===== src/hdl/vmbr_pkg.sv =====
package vmbr_pkg;

	// coordinate width inside the window sweep (x + half box stays below 512)
	localparam int unsigned CW = 9;

	// configuration register indexes
	localparam logic [2:0] REG_OLD_VALUE    = 3'd0;
	localparam logic [2:0] REG_NEW_VALUE    = 3'd1;
	localparam logic [2:0] REG_BOX_WIDTH    = 3'd2;
	localparam logic [2:0] REG_BOX_HEIGHT   = 3'd3;
	localparam logic [2:0] REG_FRAME_WIDTH  = 3'd4;
	localparam logic [2:0] REG_FRAME_HEIGHT = 3'd5;

	// register reset values
	localparam logic [31:0] BLANK_WORD   = 32'hFF7F_FFFF;
	localparam logic [4:0]  BOX_RESET    = 5'd3;
	localparam logic [8:0]  FRAME_RESET  = 9'd256;

	// fetch request handed from the front end to the window sweep
	typedef struct packed {
		logic          valid;
		logic          oof;
		logic [CW-1:0] xc;
		logic [CW-1:0] yc;
		logic [CW-1:0] x0;
		logic [CW-1:0] x1;
		logic [CW-1:0] y0;
		logic [CW-1:0] y1;
	} scan_cmd_t;

	typedef enum logic [2:0] {
		SC_IDLE,
		SC_CENTRE,
		SC_SWEEP,
		SC_DRAIN,
		SC_OUT
	} scan_state_t;

	// what the word coming back from the frame memory belongs to
	typedef enum logic [1:0] {
		TAG_NONE,
		TAG_CENTRE,
		TAG_WIN
	} rd_tag_t;

endpackage


===== src/hdl/vmbr_scan.sv =====
module vmbr_scan #(
	parameter int unsigned XW = 8,
	parameter int unsigned YW = 8
) (
	input  logic                 clk,
	input  logic                 arst_n,
	input  vmbr_pkg::scan_cmd_t  cmd,
	output logic                 idle,
	input  logic [31:0]          old_value,
	input  logic [31:0]          new_value,
	output logic                 rd_en,
	output logic [XW+YW-1:0]     rd_addr,
	input  logic [31:0]          rd_data,
	output logic                 out_valid,
	input  logic                 out_stall,
	output logic [31:0]          pixel_out,
	output logic                 out_of_frame
);

	localparam int unsigned CW = vmbr_pkg::CW;

	vmbr_pkg::scan_state_t state_q, state_d;
	vmbr_pkg::rd_tag_t     tag_s1, tag_d;

	logic [CW-1:0] xc_q, yc_q, x0_q, x1_q, y0_q, y1_q, xx_q, yy_q;
	logic          err_q;
	logic          hit_q;
	logic [31:0]   centre_q;
	logic          out_valid_q;
	logic [31:0]   pixel_out_q;
	logic          oof_q;
	logic          out_free;
	logic          load_out;
	logic          last_x, last_y;

	assign out_free = !out_valid_q || !out_stall;
	assign last_x   = (xx_q == x1_q);
	assign last_y   = (yy_q == y1_q);
	assign idle     = (state_q == vmbr_pkg::SC_IDLE);

	// next state, read issue and output load
	always_comb begin
		state_d  = state_q;
		tag_d    = vmbr_pkg::TAG_NONE;
		rd_en    = 1'b0;
		rd_addr  = {YW'(yy_q), XW'(xx_q)};
		load_out = 1'b0;
		unique case (state_q)
			vmbr_pkg::SC_IDLE: begin
				if (cmd.valid) begin
					state_d = cmd.oof ? vmbr_pkg::SC_OUT : vmbr_pkg::SC_CENTRE;
				end
			end
			vmbr_pkg::SC_CENTRE: begin
				rd_en   = 1'b1;
				rd_addr = {YW'(yc_q), XW'(xc_q)};
				tag_d   = vmbr_pkg::TAG_CENTRE;
				state_d = vmbr_pkg::SC_SWEEP;
			end
			vmbr_pkg::SC_SWEEP: begin
				rd_en = 1'b1;
				tag_d = vmbr_pkg::TAG_WIN;
				if (last_x && last_y) begin
					state_d = vmbr_pkg::SC_DRAIN;
				end
			end
			vmbr_pkg::SC_DRAIN: begin
				state_d = vmbr_pkg::SC_OUT;
			end
			vmbr_pkg::SC_OUT: begin
				if (out_free) begin
					load_out = 1'b1;
					state_d  = vmbr_pkg::SC_IDLE;
				end
			end
			default: begin
				state_d = vmbr_pkg::SC_IDLE;
			end
		endcase
	end

	// state, read tag and output valid flag
	always_ff @(posedge clk or negedge arst_n) begin
		if (!arst_n) begin
			state_q     <= vmbr_pkg::SC_IDLE;
			tag_s1      <= vmbr_pkg::TAG_NONE;
			out_valid_q <= 1'b0;
		end else begin
			state_q <= state_d;
			tag_s1  <= tag_d;
			if (load_out) begin
				out_valid_q <= 1'b1;
			end else if (!out_stall) begin
				out_valid_q <= 1'b0;
			end
		end
	end

	// latch the request and walk the window row by row
	always_ff @(posedge clk) begin
		if (state_q == vmbr_pkg::SC_IDLE && cmd.valid) begin
			xc_q  <= cmd.xc;
			yc_q  <= cmd.yc;
			x0_q  <= cmd.x0;
			x1_q  <= cmd.x1;
			y0_q  <= cmd.y0;
			y1_q  <= cmd.y1;
			err_q <= cmd.oof;
		end
		if (state_q == vmbr_pkg::SC_CENTRE) begin
			xx_q <= x0_q;
			yy_q <= y0_q;
		end else if (state_q == vmbr_pkg::SC_SWEEP) begin
			if (last_x) begin
				xx_q <= x0_q;
				yy_q <= yy_q + 1'b1;
			end else begin
				xx_q <= xx_q + 1'b1;
			end
		end
	end

	// compare each returning word against the search value and keep the centre word
	always_ff @(posedge clk) begin
		if (state_q == vmbr_pkg::SC_IDLE) begin
			hit_q <= 1'b0;
		end else if (tag_s1 == vmbr_pkg::TAG_WIN && rd_data == old_value) begin
			hit_q <= 1'b1;
		end
		if (tag_s1 == vmbr_pkg::TAG_CENTRE) begin
			centre_q <= rd_data;
		end
	end

	// output word register
	always_ff @(posedge clk) begin
		if (load_out) begin
			if (err_q) begin
				pixel_out_q <= '0;
				oof_q       <= 1'b1;
			end else begin
				pixel_out_q <= hit_q ? new_value : centre_q;
				oof_q       <= 1'b0;
			end
		end
	end

	assign out_valid    = out_valid_q;
	assign pixel_out    = pixel_out_q;
	assign out_of_frame = oof_q;

endmodule


===== config.mk =====
export PLATFORM = sky130hd
export DESIGN_NAME = vmbr_scan
export DESIGN_NICKNAME = d
export VERILOG_FILES = /design/src/hdl/vmbr_pkg.sv /design/src/hdl/vmbr_scan.sv
export SDC_FILE = /design/constraint.sdc
export NUM_CORES = 1
export LEC_CHECK = 0
export BUFFER_PORTS_ARGS = -buffer_cell sky130_fd_sc_hd__clkbuf_2
export CAP_MARGIN = 20
export CORE_MARGIN = 2
export CORE_UTILIZATION = 54
export DETAILED_ROUTE_END_ITERATION = 6
export PLACE_DENSITY = 0.85
export SLEW_MARGIN = 30
export SYNTH_ARGS = -nofsm -noshare
export SYNTH_HDL_FRONTEND = slang
export SYNTH_SLANG_ARGS = --single-unit

===== constraint.sdc =====
create_clock -name clk -period 4.01 [get_ports clk]
set_input_delay 0.2005 -clock clk [delete_from_list [all_inputs] [get_ports clk]]
set_output_delay 0.2005 -clock clk [all_outputs]
set_load 0.02 [all_outputs]

==> results of run 1 <==
-- logic make-up after synthesis --
family / synth area share (%)
AND/OR/NAND/NOR: 7.41
XOR/XNOR: 9.44
AO/OA/AOI/OAI: 1.37
flip-flops: 69.8
buffers and inverters: 1.09
multiplexers: 10.5
adder cells (fa/ha/maj): 0.410
-- through the flow --
stage | total power, mW | setup WS, ns
2_1_floorplan | 3.44 | 1.14
3_3_place_gp | 3.86 | 1.74
3_5_place_dp | 3.96 | 1.69
4_1_cts | 5.49 | 1.25
5_1_grt | 5.77 | 1.13
6_report | 5.52 | 1.26
-- cells in the mapped netlist (2+ instances only) --
master / n / share of area [%]
a21oi_1: 2 / 0.16
and3_1: 3 / 0.31
and3_2: 2 / 0.25
buf_2: 5 / 0.41
clkbuf_1: 5 / 0.31
dfrtp_1: 6 / 2.5
edfxtp_1: 136 / 67
ha_1: 2 / 0.41
inv_1: 3 / 0.18
mux2_2: 17 / 3.1
mux2_4: 8 / 2.0
mux2i_1: 33 / 5.4
nand2_1: 15 / 0.92
nand2b_1: 2 / 0.21
nand3_1: 8 / 0.66
nand4_1: 7 / 0.72
nor2_1: 36 / 2.2
nor2b_1: 4 / 0.41
nor4_1: 7 / 0.72
o21ai_0: 10 / 0.82
xnor2_1: 26 / 3.7
xor2_1: 36 / 5.2
-- repair_timing --
item,in CTS,in global routing
hold buffers,66,2
endpoints found under the hold margin,71,2
resized for setup,0,0
-- routing by layer --
| metal | global-route usage [%] | vias up | wire length (um) |
|---|---|---|---|
| li1 | - | 1993 | - |
| met1 | 28.0 | 1988 | 5530 |
| met2 | 46.7 | 204 | 8140 |
| met3 | 6.35 | 24 | 1030 |
| met4 | 8.48 | 0 | 232 |
| met5 | 0 | - | 0 |
-- layout make-up --
cell class,instances,area [um2],area share (%)
Clock buffer,17,425,4.96
Clock inverter,12,124,1.44
Inverter,3,11.3,0.131
Multi-Input combinational cell,228,1810,21.1
Sequential cell,143,4260,49.6
Tap cell,140,175,2.04
Timing Repair Buffer,276,1780,20.7
-- power by group --
part	switching [mW]	total, mW	internal [mW]
clock network	0.580	1.48	0.897
registers	0.257	2.45	2.19
logic	0.901	1.59	0.693
-- worst reg2reg max path: cells and delay by family, from the launching register on --
| family | cells | cell delay, ns |
|---|---|---|
| DFF | 1 | 0.43 |
| and+or+nand+nor | 3 | 1.46 |
-- how the worst max path moves through the flow --
stage / end / slack (ns)
after floorplan: err_q / 1.14
after global placement: x0_q[8] / 1.74
after CTS: rd_en / 1.25
final: rd_en / 1.26
after global routing: rd_en / 1.13
after detailed placement: rd_en / 1.69
-- sequential cells by signal, summed over array words and instances (netlist names) --
name	cells
out_of_frame	1
x1_q	9
hit_q	1
x0_q	9
xc_q	8
y0_q	9
centre_q	32
state_q	3
yc_q	8
tag_s1	2
y1_q	9
yy_q	9
err_q	1
xx_q	9
out_valid	1
pixel_out	32
==> flow_summary.html, run 1 <==
<table>
<tr><th>Metric</th><th>Value</th></tr>
<tr><th colspan="2">Outcome</th></tr>
<tr><td>Status</td><td>completed</td></tr>
<tr><th colspan="2">Setup path</th></tr>
<tr><td>Start point of the critical path</td><td>state_q[2]</td></tr>
<tr><td>Biggest fanout along the worst timing path</td><td>29</td></tr>
<tr><td>Worst-case register-to-register setup slack</td><td>1.77 ns</td></tr>
<tr><td>FF-to-FF Start</td><td>state_q[2]</td></tr>
<tr><td>Required time reported for the critical path endpoint</td><td>between 3 and 4 ns</td></tr>
<tr><td>Data arrival at the endpoint of the critical path</td><td>around 2.6 ns</td></tr>
<tr><td>Delay contributed by the slowest stage of the critical path</td><td>around 0.74 ns</td></tr>
<tr><td>Capture instance of the worst register-to-register path</td><td>xx_q[6]</td></tr>
<tr><td>Instance count on the critical path</td><td>4</td></tr>
<tr><td>Kind of start point of the critical path</td><td>register</td></tr>
<tr><td>Max stage delay cell, worst path</td><td>nor2b_4</td></tr>
<tr><td>Type of the setup path with the least slack</td><td>reg2out</td></tr>
<tr><td>CP endpoint kind</td><td>primary output</td></tr>
<tr><td>Top Family by Delay on Critical Path</td><td>simple AND/OR/NAND/NOR gates</td></tr>
<tr><td>Logic depth of the worst register-to-register path</td><td>3</td></tr>
<tr><td>Critical path, cell by cell</td><td>nor2b_1 -&gt; nor2b_4 -&gt; nand2b_1 -&gt; clkbuf_2</td></tr>
<tr><td>Crit path buf inv count</td><td>1</td></tr>
<tr><th colspan="2">Logic synthesis</th></tr>
<tr><td>Avg Cell Area, Syn</td><td>roughly 16 um2</td></tr>
<tr><td>Number of flops mapped to enable cells by yosys</td><td>between 100 and 150</td></tr>
<tr><td>Synthesized area</td><td>between 0.006 and 0.007 mm2</td></tr>
<tr><td>Post-synth cell types</td><td>34</td></tr>
<tr><td>Async set or reset register ratio after synthesis</td><td>under 10%</td></tr>
<tr><td>Synth Flop Type</td><td>edfxtp_1</td></tr>
<tr><td>Nets in the synthesized netlist</td><td>roughly 540</td></tr>
<tr><td>Part of the Yosys area used for sequential elements</td><td>a little over two thirds</td></tr>
<tr><td>Gate count after technology mapping</td><td>roughly 390</td></tr>
<tr><td>Register bit total from synthesis</td><td>approximately 140</td></tr>
<tr><td>Ys Warns</td><td>0</td></tr>
<tr><th colspan="2">Clock tree</th></tr>
<tr><td>Clk pin slew, worst setup/hold paths</td><td>~0.060 ns</td></tr>
<tr><td>CTS tree</td><td>yes</td></tr>
<tr><td>Number of buffers added by the clock tree synthesis step</td><td>17</td></tr>
<tr><td>Maximum clock path buffer count</td><td>2</td></tr>
<tr><td>Worst-skew pair later-pin latency</td><td>~0.41 ns</td></tr>
<tr><td>Deepest level of the CTS H-tree</td><td>4</td></tr>
<tr><td>CTS root buffer</td><td>clkbuf_16</td></tr>
<tr><td>Sink Count</td><td>approximately 140</td></tr>
<tr><td>Post-CTS setup-driven buffer insertion count</td><td>0</td></tr>
<tr><th colspan="2">Floorplanning</th></tr>
<tr><td>Vertical die dimension</td><td>~110 um</td></tr>
<tr><td>I/O pin count</td><td>207</td></tr>
<tr><td>Starting Density</td><td>a little under three fifths</td></tr>
<tr><td>Floorplan core area</td><td>roughly 0.011 mm2</td></tr>
<tr><td>FP Rows</td><td>38</td></tr>
<tr><td>Horizontal extent of the die</td><td>between 100 and 150 um</td></tr>
<tr><td>Full die area</td><td>about 0.012 mm2</td></tr>
<tr><th colspan="2">STA</th></tr>
<tr><td>Actual transition at the worst max-transition pin</td><td>between 0.8 and 0.9 ns</td></tr>
<tr><td>Max Freq</td><td>363 MHz</td></tr>
<tr><td>Final min period</td><td>roughly 2.8 ns</td></tr>
<tr><td>Count of final max-slew check failures</td><td>0</td></tr>
<tr><td>Final setup viols</td><td>0</td></tr>
<tr><td>Ratio of final minimum period to clock period</td><td>a little under 70%</td></tr>
<tr><td>Final number of hold-violating endpoints</td><td>0</td></tr>
<tr><td>Setup repair after global routing missed its margin</td><td>no</td></tr>
<tr><td>WHS</td><td>about 0.011 ns</td></tr>
<tr><td>Setup clock skew after layout</td><td>between 0.01 and 0.015 ns</td></tr>
<tr><td>Tightest slew margin relative to the limit</td><td>a little over two fifths</td></tr>
<tr><td>Sum of negative setup slack</td><td>0 ns</td></tr>
<tr><th colspan="2">Routing</th></tr>
<tr><td>Detailed Route Iter0 Violations</td><td>approximately 180</td></tr>
<tr><td>Number of routed nets with antenna violations</td><td>0</td></tr>
<tr><td># DRC</td><td>0</td></tr>
<tr><td>Drt wl/cell</td><td>~18 um</td></tr>
<tr><td>Via density per instance</td><td>around 5.1</td></tr>
<tr><td>Count of vias placed by the detailed router</td><td>between 4000 and 5000</td></tr>
<tr><td>Total Wirelength</td><td>approximately 15000 um</td></tr>
<tr><td>Initial DRT Pass Iterations</td><td>4</td></tr>
<tr><th colspan="2">Cells and area</th></tr>
<tr><td>Most frequent cells in the layout</td><td>clkbuf_2, edfxtp_1, dlygate4sd3_1</td></tr>
<tr><td>Design area</td><td>around 0.0086 mm2</td></tr>
<tr><td>Final Core Density</td><td>between 70 and 80%</td></tr>
<tr><td>Share of cells above drive strength 1</td><td>40.1%</td></tr>
<tr><td>Number of fill cells in the layout</td><td>around 660</td></tr>
<tr><td>Most common cell after layout, fill and taps aside</td><td>clkbuf_2</td></tr>
<tr><td>Post-layout net count</td><td>between 800 and 900</td></tr>
<tr><td>Layout Cells excl Fill</td><td>about 800</td></tr>
<tr><td>Diode count</td><td>0</td></tr>
<tr><td>Layout area overhead</td><td>40.6%</td></tr>
<tr><th colspan="2">Min path</th></tr>
<tr><td>Number of cells on the worst hold path</td><td>1</td></tr>
<tr><td>Path class of the lowest-slack min-delay path</td><td>in2reg</td></tr>
<tr><td>Worst hold path endpoint</td><td>centre_q[14]</td></tr>
<tr><td>Hold path start</td><td>rd_data[14]</td></tr>
<tr><th colspan="2">Placed design</th></tr>
<tr><td>HPWL Detailed</td><td>around 9400 um</td></tr>
<tr><td>Placement Cell Area</td><td>~0.0073 mm2</td></tr>
<tr><td>Gpl congestion</td><td>around 0.77</td></tr>
<tr><td>Number of port buffers</td><td>204</td></tr>
<tr><td>Placed insts</td><td>just over 700</td></tr>
<tr><th colspan="2">Global routing</th></tr>
<tr><td>First-pass GRT wire length</td><td>approximately 22000 um</td></tr>
<tr><td>Largest net degree at the start of global routing</td><td>between 50 and 60</td></tr>
<tr><td>Antenna violations before repair</td><td>0</td></tr>
<tr><td>Leftover overflow at the end of global routing</td><td>0</td></tr>
<tr><td>Total Routing Usage GR</td><td>between 20% and 30%</td></tr>
<tr><td>Via count of the first global-routing pass</td><td>approximately 4500</td></tr>
<tr><th colspan="2">Power</th></tr>
<tr><td>Leakage</td><td>roughly 3.4 nW</td></tr>
<tr><td>Power Dens Cells</td><td>644 mW/mm2</td></tr>
<tr><td>IR Drop Worst-Case VDD</td><td>0.494 mV</td></tr>
<tr><th colspan="2">Job</th></tr>
<tr><td>Maximum Capacitance Violations</td><td>0</td></tr>
</table>
(Power assumes the default switching activity.)
==> run 2, diff against run 1 <==
Settings changed: CORE_UTILIZATION 54 to 45, PLACE_DENSITY 0.85 to 0.76.
Clock period 4.01 ns to 2.4 ns, I/O delays scaled along.
==> run 2 against run 1 <==
Routed wire length is 0.19% higher. Sequential share of layout area fell by 1.3 points. Utilization is 12 points lower. Die area rose by 19%. First-iteration DRC count rose by 20%. Combinational power grew 71%. Critical path depth up 1. Critical endpoint is now rd_addr[3].
==> flow_summary.html, run 2 (synthesis results as in run 1) <==
<table>
<tr><th>Metric</th><th>Value</th></tr>
<tr><th colspan="2">Outcome</th></tr>
<tr><td>Status</td><td>completed (unchanged)</td></tr>
<tr><th colspan="2">Routing</th></tr>
<tr><td>Initial DRT Pass Iterations</td><td>4 (unchanged)</td></tr>
<tr><td># DRC</td><td>0 (unchanged)</td></tr>
<tr><td>Number of routed nets with antenna violations</td><td>0 (unchanged)</td></tr>
<tr><td>Total Wirelength</td><td>15000 um (was 14900 um)</td></tr>
<tr><td>Drt wl/cell</td><td>16.9 um (was 18.2 um)</td></tr>
<tr><td>Detailed Route Iter0 Violations</td><td>220 (was 183)</td></tr>
<tr><td>Via density per instance</td><td>4.86 (was 5.14)</td></tr>
<tr><td>Count of vias placed by the detailed router</td><td>4287 (was 4209)</td></tr>
<tr><th colspan="2">Cells and area</th></tr>
<tr><td>Most frequent cells in the layout</td><td>clkbuf_2, edfxtp_1, dlygate4sd3_1 (unchanged)</td></tr>
<tr><td>Design area</td><td>0.00879 mm2 (was 0.00858 mm2)</td></tr>
<tr><td>Diode count</td><td>0 (unchanged)</td></tr>
<tr><td>Share of cells above drive strength 1</td><td>39.3% (was 40.1%)</td></tr>
<tr><td>Most common cell after layout, fill and taps aside</td><td>clkbuf_2 (unchanged)</td></tr>
<tr><td>Layout Cells excl Fill</td><td>883 (was 819)</td></tr>
<tr><td>Post-layout net count</td><td>851 (was 826)</td></tr>
<tr><td>Final Core Density</td><td>66.4% (was 78.4%)</td></tr>
<tr><td>Layout area overhead</td><td>44.2% (was 40.6%)</td></tr>
<tr><th colspan="2">Clock tree</th></tr>
<tr><td>Worst-skew pair later-pin latency</td><td>0.42 ns (was 0.41 ns)</td></tr>
<tr><td>Number of buffers added by the clock tree synthesis step</td><td>17 (unchanged)</td></tr>
<tr><td>Sink Count</td><td>143 (unchanged)</td></tr>
<tr><td>Maximum clock path buffer count</td><td>2 (unchanged)</td></tr>
<tr><td>CTS tree</td><td>yes (unchanged)</td></tr>
<tr><td>Clk pin slew, worst setup/hold paths</td><td>0.06 ns (about the same)</td></tr>
<tr><td>Deepest level of the CTS H-tree</td><td>4 (unchanged)</td></tr>
<tr><td>CTS root buffer</td><td>clkbuf_16 (unchanged)</td></tr>
<tr><th colspan="2">Global routing</th></tr>
<tr><td>Via count of the first global-routing pass</td><td>4614 (was 4509)</td></tr>
<tr><td>Leftover overflow at the end of global routing</td><td>0 (unchanged)</td></tr>
<tr><td>Largest net degree at the start of global routing</td><td>46 (was 54)</td></tr>
<tr><td>Total Routing Usage GR</td><td>21.5% (was 25.1%)</td></tr>
<tr><td>Antenna violations before repair</td><td>0 (unchanged)</td></tr>
<tr><td>First-pass GRT wire length</td><td>23200 um (was 22100 um)</td></tr>
<tr><th colspan="2">STA</th></tr>
<tr><td>Setup repair after global routing missed its margin</td><td>no (unchanged)</td></tr>
<tr><td>Sum of negative setup slack</td><td>0 ns (unchanged)</td></tr>
<tr><td>Final number of hold-violating endpoints</td><td>0 (unchanged)</td></tr>
<tr><td>Final min period</td><td>2.19 ns</td></tr>
<tr><td>WHS</td><td>0.0259 ns (was 0.0111 ns)</td></tr>
<tr><td>Setup clock skew after layout</td><td>0.00717 ns (was 0.0113 ns)</td></tr>
<tr><td>Actual transition at the worst max-transition pin</td><td>0.729 ns (was 0.853 ns)</td></tr>
<tr><td>Ratio of final minimum period to clock period</td><td>91.1%</td></tr>
<tr><td>Count of final max-slew check failures</td><td>0 (unchanged)</td></tr>
<tr><td>Final setup viols</td><td>0 (unchanged)</td></tr>
<tr><td>Max Freq</td><td>between 400 and 500 MHz</td></tr>
<tr><td>Tightest slew margin relative to the limit</td><td>51.0% (was 43.0%)</td></tr>
<tr><th colspan="2">Setup path</th></tr>
<tr><td>Type of the setup path with the least slack</td><td>reg2out (unchanged)</td></tr>
<tr><td>Delay contributed by the slowest stage of the critical path</td><td>0.43 ns (was 0.74 ns)</td></tr>
<tr><td>Worst-case register-to-register setup slack</td><td>0.47 ns (was 1.77 ns)</td></tr>
<tr><td>Logic depth of the worst register-to-register path</td><td>5 (was 3)</td></tr>
<tr><td>Required time reported for the critical path endpoint</td><td>2.28 ns (was 3.81 ns)</td></tr>
<tr><td>Capture instance of the worst register-to-register path</td><td>xx_q[8] (was xx_q[6])</td></tr>
<tr><td>Instance count on the critical path</td><td>5 (was 4)</td></tr>
<tr><td>Crit path buf inv count</td><td>2 (was 1)</td></tr>
<tr><td>CP endpoint kind</td><td>primary output (unchanged)</td></tr>
<tr><td>Biggest fanout along the worst timing path</td><td>33 (was 29)</td></tr>
<tr><td>Critical path, cell by cell</td><td>nor2b_1 -&gt; nor2b_4 -&gt; buf_12 -&gt; mux2_2 -&gt; clkbuf_2 (was nor2b_1 -&gt; nor2b_4 -&gt; nand2b_1 -&gt; clkbuf_2)</td></tr>
<tr><td>Kind of start point of the critical path</td><td>register (unchanged)</td></tr>
<tr><td>Max stage delay cell, worst path</td><td>dfrtp_1 (was nor2b_4)</td></tr>
<tr><td>Top Family by Delay on Critical Path</td><td>simple AND/OR/NAND/NOR gates (unchanged)</td></tr>
<tr><td>Start point of the critical path</td><td>state_q[2] (unchanged)</td></tr>
<tr><td>Data arrival at the endpoint of the critical path</td><td>2.07 ns (was 2.55 ns)</td></tr>
<tr><td>FF-to-FF Start</td><td>xx_q[6] (was state_q[2])</td></tr>
<tr><th colspan="2">Job</th></tr>
<tr><td>Maximum Capacitance Violations</td><td>0 (unchanged)</td></tr>
<tr><th colspan="2">Placed design</th></tr>
<tr><td>Placed insts</td><td>761 (was 721)</td></tr>
<tr><td>Gpl congestion</td><td>0.762 (was 0.771)</td></tr>
<tr><td>Placement Cell Area</td><td>0.00739 mm2 (was 0.00732 mm2)</td></tr>
<tr><td>HPWL Detailed</td><td>9640 um (was 9400 um)</td></tr>
<tr><td>Number of port buffers</td><td>204 (unchanged)</td></tr>
<tr><th colspan="2">Floorplanning</th></tr>
<tr><td>I/O pin count</td><td>207 (unchanged)</td></tr>
<tr><td>Vertical die dimension</td><td>120 um (was 110 um)</td></tr>
<tr><td>Full die area</td><td>0.0145 mm2 (was 0.0122 mm2)</td></tr>
<tr><td>FP Rows</td><td>42 (was 38)</td></tr>
<tr><td>Starting Density</td><td>46.1% (was 55.8%)</td></tr>
<tr><td>Floorplan core area</td><td>0.0132 mm2 (was 0.0109 mm2)</td></tr>
<tr><td>Horizontal extent of the die</td><td>120 um (was 110 um)</td></tr>
<tr><th colspan="2">Min path</th></tr>
<tr><td>Number of cells on the worst hold path</td><td>3 (was 1)</td></tr>
<tr><td>Worst hold path endpoint</td><td>pixel_out[25] (was centre_q[14])</td></tr>
<tr><td>Path class of the lowest-slack min-delay path</td><td>in2reg (unchanged)</td></tr>
<tr><td>Hold path start</td><td>new_value[25] (was rd_data[14])</td></tr>
<tr><th colspan="2">Power</th></tr>
<tr><td>IR Drop Worst-Case VDD</td><td>0.565 mV (was 0.494 mV)</td></tr>
<tr><td>Power Dens Cells</td><td>1030 mW/mm2 (was 644 mW/mm2)</td></tr>
<tr><td>Leakage</td><td>3.51 nW (was 3.42 nW)</td></tr>
</table>
[run 2: worst min-delay path, stage by stage]
cell,delay [ns]
clkbuf_2,0.07
mux2i_1,0.05
nor2_1,0.08
[run 2: per-stage QoR]
step / power [mW] / setup slack, ns
floorplan: 5.74 / 0.0725
global placement: 6.59 / 0.455
detailed placement: 6.68 / 0.438
CTS: 9.03 / 0.101
global route: 9.48 / 0.105
finish: 9.02 / 0.213
[run 2: cell type report]
type                            instances  area (um2)
Sequential cell                       143        4260
Clock buffer                           18         429
Multi-Input combinational cell        228        1810
Inverter                                3        11.3
Timing Repair Buffer                  301        1990
Fill cell                             957        4450
Tap cell                              176         220
Clock inverter                         14        77.6
[run 2: per-layer routing]
metal / track usage [%] / vias up / routed length [um]
li1: - / 2042 / -
met1: 23.1 / 2035 / 5500
met2: 39.9 / 188 / 8200
met3: 5.61 / 22 / 999
met4: 8.65 / 0 / 252
met5: 0 / - / 0
[run 2: power breakdown]
group / switching (mW) / leakage, nW / internal [mW]
clock: 0.948 / 0.239 / 1.29
combinational: 1.53 / 1.92 / 1.20
sequential: 0.399 / 1.35 / 3.66
total: 2.87 / 3.51 / 6.15
[run 2: worst max path at each step]
stage	slack, ns	to
floorplan	0.07	err_q
global placement	0.46	xx_q[1]
detailed placement	0.44	xx_q[8]
CTS	0.10	rd_en
global route	0.11	rd_addr[1]
finish	0.21	rd_addr[3]
[run 2: timing repair]
item,4_1_cts,5_1_grt
buffers inserted,0,3
endpoints found under the setup margin,0,3
hold endpoints to repair,92,0
resized for setup,0,1
hold buffers,87,0
